==> config.mk <==
export PLATFORM = sky130hd
export DESIGN_NAME = scalar_kalman_filter
export DESIGN_NICKNAME = d
export VERILOG_FILES = /design/src/rtl/skf_pkg.sv /design/src/rtl/skf_div.sv /design/src/rtl/scalar_kalman_filter.sv
export SDC_FILE = /design/constraint.sdc
export NUM_CORES = 2
export LEC_CHECK = 0
export BUFFER_PORTS_ARGS = -buffer_cell sky130_fd_sc_hd__buf_2
export CORE_MARGIN = 2
export CORE_UTILIZATION = 39
export DETAILED_ROUTE_END_ITERATION = 10
export GPL_TIMING_DRIVEN = 0
export PLACE_DENSITY = 0.62
export SKIP_LAST_GASP = 1
export SLEW_MARGIN = 20
export SYNTH_ARGS = -nofsm -noshare
export SYNTH_HDL_FRONTEND = slang
export SYNTH_HIERARCHICAL = 1
export SYNTH_SLANG_ARGS = --single-unit
==> constraint.sdc <==
create_clock -name clk -period 11.9 [get_ports clk]
set_clock_uncertainty 0.15 [all_clocks]
set_input_delay 2.38 -clock clk [delete_from_list [all_inputs] [get_ports clk]]
set_output_delay 2.38 -clock clk [all_outputs]
set_load 0.005 [all_outputs]
==> src/rtl/skf_pkg.sv <==
// Shared widths, reset values, register indexes and types for the scalar Kalman filter.
package skf_pkg;

    localparam int SAMPLE_WIDTH_DEF = 24;

    localparam int EST_W  = 40;
    localparam int COV_W  = 32;
    localparam int GAIN_W = 25;
    localparam int DEN_W  = COV_W + 1;
    localparam int NUM_W  = COV_W + GAIN_W;
    localparam int DIFF_W = 49;
    localparam int MAG_W  = DIFF_W - 1;
    localparam int HALF_W = MAG_W / 2;
    localparam int PROD_W = COV_W + GAIN_W;
    localparam int CORR_W = MAG_W + 1;

    localparam logic [GAIN_W-1:0] ONE_Q24  = GAIN_W'(1) << (GAIN_W - 1);
    localparam logic [GAIN_W-1:0] HALF_Q24 = GAIN_W'(1) << (GAIN_W - 2);

    localparam logic [COV_W-1:0] Q_RESET = 32'd301990;
    localparam logic [COV_W-1:0] R_RESET = 32'd9093251;
    localparam logic [COV_W-1:0] P_RESET = 32'd335544;

    localparam int CFG_IDX_W  = 1;
    localparam int CFG_DATA_W = COV_W;
    localparam logic [CFG_IDX_W-1:0] REG_PROCESS_NOISE = 1'b0;
    localparam logic [CFG_IDX_W-1:0] REG_MEASURE_NOISE = 1'b1;

    typedef struct packed {
        logic busy;
        logic done;
    } skf_div_stat_t;

endpackage

==> src/rtl/skf_div.sv <==
// Radix-2 restoring divider producing the Q1.24 gain quotient; rounding comes from the numerator.
module skf_div
    import skf_pkg::*;
(
    input  logic              clk,
    input  logic              rst_n,
    input  logic              start,
    input  logic [NUM_W-1:0]  num,
    input  logic [DEN_W-1:0]  den,
    output skf_div_stat_t     stat,
    output logic [GAIN_W-1:0] quot
);

    localparam int CNT_W = $clog2(GAIN_W + 1);

    logic [DEN_W-1:0]  rem_reg;
    logic [DEN_W-1:0]  rem_next;
    logic [GAIN_W-1:0] sh_reg;
    logic [GAIN_W-1:0] sh_next;
    logic [DEN_W-1:0]  den_reg;
    logic [CNT_W-1:0]  cnt_reg;
    logic              busy_reg;
    logic              done_reg;

    logic [DEN_W:0] trial;
    logic [DEN_W:0] trial_sub;
    logic           trial_ge;

    assign trial     = {rem_reg, sh_reg[GAIN_W-1]};
    assign trial_ge  = trial >= {1'b0, den_reg};
    assign trial_sub = trial - {1'b0, den_reg};

    always_comb
    begin
        rem_next = trial_ge ? trial_sub[DEN_W-1:0] : trial[DEN_W-1:0];
        sh_next  = {sh_reg[GAIN_W-2:0], trial_ge};
    end

    always_ff @(posedge clk or negedge rst_n)
    begin
        if (!rst_n)
        begin
            busy_reg <= 1'b0;
            done_reg <= 1'b0;
            cnt_reg  <= '0;
        end
        else
        begin
            done_reg <= 1'b0;
            if (start)
            begin
                busy_reg <= 1'b1;
                cnt_reg  <= CNT_W'(GAIN_W);
            end
            else if (busy_reg)
            begin
                cnt_reg <= cnt_reg - CNT_W'(1);
                if (cnt_reg == CNT_W'(1))
                begin
                    busy_reg <= 1'b0;
                    done_reg <= 1'b1;
                end
            end
        end
    end

    always_ff @(posedge clk)
    begin
        if (start)
        begin
            rem_reg <= DEN_W'(num[NUM_W-1:GAIN_W]);
            sh_reg  <= num[GAIN_W-1:0];
            den_reg <= den;
        end
        else if (busy_reg)
        begin
            rem_reg <= rem_next;
            sh_reg  <= sh_next;
        end
    end

    assign stat.busy = busy_reg;
    assign stat.done = done_reg;
    assign quot      = sh_reg;

endmodule

==> src/rtl/scalar_kalman_filter.sv <==
// Top level of the scalar Kalman filter: sequencer, shared multiplier and filter state.
//
//   channel | signals                              | direction | handshake
//   --------+--------------------------------------+-----------+-------------------
//   in      | depth_sample                         | into      | in_valid/in_ready
//   out     | filtered_estimate, error_covariance  | out of    | out_valid/out_ready
//   cfg     | cfg_index, cfg_data                  | into      | cfg_we, no wait
//
// A transaction steps from acceptance through setup (S_PREP, S_DIVST), the radix-2
// gain divider (25 quotient bits, one per cycle, then a done pulse), 3 passes through the
// shared 32x25 multiplier and a write-back in S_EST, then returns to idle for the next input.
// Reset clears the sequencer, loads the noise registers and sets the state to
// estimate zero and covariance 0.02.
// A result waiting on out_ready stalls only the final write-back; the next input
// transaction is taken while the result is still held.
module scalar_kalman_filter
    import skf_pkg::*;
#(
    parameter int SAMPLE_WIDTH = SAMPLE_WIDTH_DEF
)
(
    input  logic                    clk,
    input  logic                    rst_n,
    input  logic                    in_valid,
    output logic                    in_ready,
    input  logic [SAMPLE_WIDTH-1:0] depth_sample,
    output logic                    out_valid,
    input  logic                    out_ready,
    output logic [EST_W-1:0]        filtered_estimate,
    output logic [COV_W-1:0]        error_covariance,
    input  logic                    cfg_we,
    input  logic [CFG_IDX_W-1:0]    cfg_index,
    input  logic [CFG_DATA_W-1:0]   cfg_data
);

    localparam logic [2:0] S_IDLE  = 3'd0;
    localparam logic [2:0] S_PREP  = 3'd1;
    localparam logic [2:0] S_DIVST = 3'd2;
    localparam logic [2:0] S_DIV   = 3'd3;
    localparam logic [2:0] S_MLO   = 3'd4;
    localparam logic [2:0] S_MHI   = 3'd5;
    localparam logic [2:0] S_MCOV  = 3'd6;
    localparam logic [2:0] S_EST   = 3'd7;

    localparam int EXT_W = CORR_W + 1;

    logic [2:0]        state_reg;
    logic [2:0]        state_next;
    logic [COV_W-1:0]  process_noise_reg;
    logic [COV_W-1:0]  measure_noise_reg;
    logic [EST_W-1:0]  est_reg;
    logic [COV_W-1:0]  cov_reg;
    logic              out_valid_reg;

    logic [DIFF_W-1:0] meas_reg;
    logic [COV_W-1:0]  p_mid_reg;
    logic [DEN_W-1:0]  denom_reg;
    logic [DIFF_W-1:0] diff_reg;
    logic [MAG_W-1:0]  mag_reg;
    logic [GAIN_W-1:0] gain_reg;
    logic [PROD_W-1:0] prod_reg;
    logic [GAIN_W-1:0] lo_reg;
    logic [CORR_W-1:0] corr_reg;

    logic              accept;
    logic              out_load;
    logic [DEN_W-1:0]  p_sum;
    logic [COV_W-1:0]  p_mid;
    logic [DIFF_W-1:0] meas;
    logic [DIFF_W-1:0] mag_full;
    logic [NUM_W-1:0]  num;
    logic              mul_en;
    logic [COV_W-1:0]  mul_a;
    logic [GAIN_W-1:0] mul_b;
    logic [CORR_W-1:0] lo_sum;
    logic [PROD_W-2:0] cov_sum;
    logic [EXT_W-1:0]  est_ext;
    logic [EXT_W-1:0]  corr_ext;
    logic [EXT_W-1:0]  x_full;
    logic [EST_W-1:0]  x_sat;

    skf_div_stat_t     div_stat;
    logic [GAIN_W-1:0] div_quot;
    logic              div_start;

    assign accept    = in_valid && in_ready;
    assign in_ready  = (state_reg == S_IDLE);
    assign out_load  = (state_reg == S_EST) && (!out_valid_reg || out_ready);
    assign div_start = (state_reg == S_DIVST);

    assign p_sum = {1'b0, cov_reg} + {1'b0, process_noise_reg};
    assign p_mid = p_sum[COV_W] ? {COV_W{1'b1}} : p_sum[COV_W-1:0];
    assign meas  = {{(DIFF_W - 16 - SAMPLE_WIDTH){depth_sample[SAMPLE_WIDTH-1]}},
                    depth_sample, 16'd0};
    assign mag_full = diff_reg[DIFF_W-1] ? (~diff_reg + DIFF_W'(1)) : diff_reg;
    assign num      = NUM_W'({p_mid_reg, {(GAIN_W - 1){1'b0}}})
                    + NUM_W'(denom_reg[DEN_W-1:1]);

    skf_div u_div
    (
        .clk   (clk),
        .rst_n (rst_n),
        .start (div_start),
        .num   (num),
        .den   (denom_reg),
        .stat  (div_stat),
        .quot  (div_quot)
    );

    always_comb
    begin
        mul_en = 1'b0;
        mul_a  = '0;
        mul_b  = gain_reg;
        unique case (state_reg)
            S_MLO:
            begin
                mul_en = 1'b1;
                mul_a  = COV_W'(mag_reg[HALF_W-1:0]);
            end
            S_MHI:
            begin
                mul_en = 1'b1;
                mul_a  = COV_W'(mag_reg[MAG_W-1:HALF_W]);
            end
            S_MCOV:
            begin
                mul_en = 1'b1;
                mul_a  = p_mid_reg;
                mul_b  = ONE_Q24 - gain_reg;
            end
            default:
            begin
                mul_en = 1'b0;
            end
        endcase
    end

    assign lo_sum  = CORR_W'(prod_reg[CORR_W-1:0]) + CORR_W'(HALF_Q24);
    assign cov_sum = prod_reg[PROD_W-2:0] + (PROD_W-1)'(HALF_Q24);

    always_comb
    begin
        est_ext  = {{(EXT_W - EST_W){est_reg[EST_W-1]}}, est_reg};
        corr_ext = {1'b0, corr_reg};
        x_full   = diff_reg[DIFF_W-1] ? (est_ext - corr_ext) : (est_ext + corr_ext);
        if (!x_full[EXT_W-1] && (x_full[EXT_W-2:EST_W-1] != '0))
            x_sat = {1'b0, {(EST_W - 1){1'b1}}};
        else if (x_full[EXT_W-1] && (x_full[EXT_W-2:EST_W-1] != '1))
            x_sat = {1'b1, {(EST_W - 1){1'b0}}};
        else
            x_sat = x_full[EST_W-1:0];
    end

    always_comb
    begin
        state_next = state_reg;
        unique case (state_reg)
            S_IDLE:  if (accept) state_next = S_PREP;
            S_PREP:  state_next = S_DIVST;
            S_DIVST: state_next = S_DIV;
            S_DIV:   if (div_stat.done) state_next = S_MLO;
            S_MLO:   state_next = S_MHI;
            S_MHI:   state_next = S_MCOV;
            S_MCOV:  state_next = S_EST;
            S_EST:   if (out_load) state_next = S_IDLE;
            default: state_next = S_IDLE;
        endcase
    end

    always_ff @(posedge clk or negedge rst_n)
    begin
        if (!rst_n)
        begin
            state_reg         <= S_IDLE;
            process_noise_reg <= Q_RESET;
            measure_noise_reg <= R_RESET;
            est_reg           <= '0;
            cov_reg           <= P_RESET;
            out_valid_reg     <= 1'b0;
        end
        else
        begin
            state_reg <= state_next;
            if (cfg_we)
            begin
                unique case (cfg_index)
                    REG_PROCESS_NOISE: process_noise_reg <= cfg_data;
                    REG_MEASURE_NOISE: measure_noise_reg <= cfg_data;
                    default:           process_noise_reg <= process_noise_reg;
                endcase
            end
            if (out_load)
            begin
                est_reg       <= x_sat;
                cov_reg       <= cov_sum[COV_W+GAIN_W-2:GAIN_W-1];
                out_valid_reg <= 1'b1;
            end
            else if (out_ready)
            begin
                out_valid_reg <= 1'b0;
            end
        end
    end

    always_ff @(posedge clk)
    begin
        if (accept)
        begin
            meas_reg  <= meas;
            p_mid_reg <= p_mid;
        end
        if (state_reg == S_PREP)
        begin
            denom_reg <= {1'b0, p_mid_reg} + {1'b0, measure_noise_reg};
            diff_reg  <= meas_reg - {{(DIFF_W - EST_W){est_reg[EST_W-1]}}, est_reg};
        end
        if (state_reg == S_DIVST)
            mag_reg <= mag_full[MAG_W-1:0];
        if ((state_reg == S_DIV) && div_stat.done)
        begin
            if (denom_reg == '0)
                gain_reg <= '0;
            else if (div_quot > ONE_Q24)
                gain_reg <= ONE_Q24;
            else
                gain_reg <= div_quot;
        end
        if (mul_en)
            prod_reg <= PROD_W'(mul_a) * PROD_W'(mul_b);
        if (state_reg == S_MHI)
            lo_reg <= lo_sum[CORR_W-1:GAIN_W-1];
        if (state_reg == S_MCOV)
            corr_reg <= CORR_W'(prod_reg[MAG_W-1:0]) + CORR_W'(lo_reg);
    end

    assign out_valid         = out_valid_reg;
    assign filtered_estimate = est_reg;
    assign error_covariance  = cov_reg;

`ifndef ASSERT_OFF
    a_cov_bounded: assert property (@(posedge clk) disable iff (!rst_n)
        out_load |=> (error_covariance <= $past(p_mid_reg)))
        else $error("covariance update exceeds predicted covariance");

    a_gain_bounded: assert property (@(posedge clk) disable iff (!rst_n)
        (state_reg == S_MLO) |-> (gain_reg <= ONE_Q24))
        else $error("gain above one");

    a_div_done_in_wait: assert property (@(posedge clk) disable iff (!rst_n)
        div_stat.done |-> (state_reg == S_DIV))
        else $error("divider finished outside the divide wait");

    a_div_busy_in_wait: assert property (@(posedge clk) disable iff (!rst_n)
        div_start |=> (div_stat.busy && (state_reg == S_DIV)))
        else $error("divider not running after start");
`endif

endmodule
==> flow_metrics.tcl <==
set metrics [dict create \
    outcome "finished, final reports clean" \
    fin_crit_sh_pct 95.83 \
    cp.required_ps 12160 \
    setup_violations 0 \
    fillers 14830 \
    start_util_pct 39.33 \
    period_needed_ps 11400 \
    finalSetupTns_ps 0 \
    final_nets 7681 \
    cp-start-kind "flop" \
    ctsHoldBuffers 0 \
    final.setup.worst_slack_ps 496.7 \
    dpl_cell_area_um2 63520 \
    clk_path_buf_depth 3 \
    drt_wl_total_mm 204.7 \
    slew_headroom_pct 14.74 \
    r2r-start "state_reg[0]$_DFFE_PN0P_" \
    drc 0 \
    core-area_um2 152100 \
    drv_cap 0 \
    cts.clk_slew.worst_paths_ps 70 \
    avgSynthCellArea_um2 9.477 \
    place_congestion 0.9934 \
    die_w_um 395.6 \
    grt_util_met1_pct 36.06 \
    post-cts-setup-buffer-count 0 \
    whs_path_depth 0 \
    rr_worst_depth 34 \
    cts_sinks 571 \
    synth_warnings 6 \
    rsz0062_at_grt "false" \
    fp.dieArea_um2 156500 \
    drive_gt1_share_pct 7.725 \
    antenna_found_initial 1 \
    end_kind "flop" \
    die_y_um 395.6 \
    crit_type "reg -> reg" \
    overflow 0 \
    grt_first_pass_wirelength_mm 309.0 \
    synthCells 6312 \
    grt_pass1_vias 47510 \
    use_met3_pct 4.665 \
    cts_buffers 59 \
    cts-root-buf "clkbuf_16" \
    hp-class "reg -> reg" \
    drt_iter0_drc 4430 \
    slowest_stage "fa_1" \
    io-pin-count 136 \
    grtUsageMet2_pct 40.73 \
    dpl.hpwl_mm 169.7 \
    num_rows 143 \
    pre_cts_ws_ps -865.7 \
    min_from "denom_reg[0]$_DFFE_PP_" \
    vias 47080 \
    area_growth_pct 9.923 \
    hold_violations 0 \
    first_pass_iters 6 \
    viasPerCell 5.469 \
    wl_per_cell_um 23.78 \
    h-tree-depth 2 \
    worst_pin_slew_ps 1270 \
    clkLatencyLatePin_ps 670 \
    r2r_end "prod_reg[55]$_DFFE_PP_" \
    arrival_ps 11660 \
    grt_max_degree 80 \
    syn-cell-area_um2 59820 \
    hold_end "u_div/den_reg[0]$_DFFE_PP_" \
    drtAntennaViolNets 0 \
    grt_usage_pct 26.26 \
    ff2ff_setup_slack_ps 500 \
    top_usage_layer "met2" \
    cp_max_fo 10 \
    most-common-layout-cells "inv_1, nand2_1, fa_1" \
    drv_slew 0 \
    holdWs_ps 344.0 \
    cp_slowest_stage_delay_ps 680 \
    max_freq_mhz 87.69 \
    cts_tree "yes" \
    largest_reg_flops 56 \
    final_common_cell "inv_1" \
    port_buffers 135 \
    fin_area_um2 65750 \
]
[critical path: cells and delay by family (launching register included)]
family          cells  cell delay, ps
fa+ha+maj           9            4330
compound gates     10            2830
buf+inv            11            2480
xor+xnor            2             560
flops               1             400
simple gates        2             360
[per-layer routing]
metal	vias up	share of wire, %
li1	21230	-
met1	23460	42
met2	2012	45
met3	374	7.9
met4	0	5.2
met5	-	0
[area by class of cell]
class | instances | area (um2) | share of cell area (%)
buffer | 246 | 1002 | 1.524
clock inverter | 30 | 354.1 | 0.5385
sequential | 571 | 16440 | 25.00
timing repair buffer | 149 | 982.2 | 1.494
clock buffer | 81 | 1768 | 2.689
antenna | 2 | 5.005 | 0.007612
multi-input combinational | 4591 | 39250 | 59.70
tap | 2030 | 2540 | 3.863
inverter | 908 | 3412 | 5.189
[per-stage QoR]
stage,utilization (%),std cells
final,43.23,8608
after global routing,43.23,8606
after CTS,43.20,8606
after detailed placement,41.77,8497
after global placement,41.46,8483
after floorplan,-,6318
[repair_timing]
item                       CTS  global route
resized for setup           18            21
setup endpoints to repair    9             5
gates cloned                 0             0
[worst max path at each step]
stage | start | slack, ps | end | depth (start not counted)
6_report | state_reg[0]$_DFFE_PN0P_ | 500 | prod_reg[55]$_DFFE_PP_ | 34
4_1_cts | state_reg[2]$_DFFE_PN0P_ | 30 | prod_reg[55]$_DFFE_PP_ | 33
3_3_place_gp | state_reg[2]$_DFFE_PN0P_ | -3040 | prod_reg[55]$_DFFE_PP_ | 30
3_5_place_dp | state_reg[2]$_DFFE_PN0P_ | -870 | prod_reg[55]$_DFFE_PP_ | 33
2_1_floorplan | state_reg[0]$_DFFE_PN0P_ | 1710 | prod_reg[49]$_DFFE_PP_ | 31
5_1_grt | gain_reg[7]$_SDFFCE_PP0P_ | 10 | prod_reg[55]$_DFFE_PP_ | 27
Power is left out: the tool's default activity adds up to more than one toggle a clock period on the data nets, which glitch-free logic cannot reach.
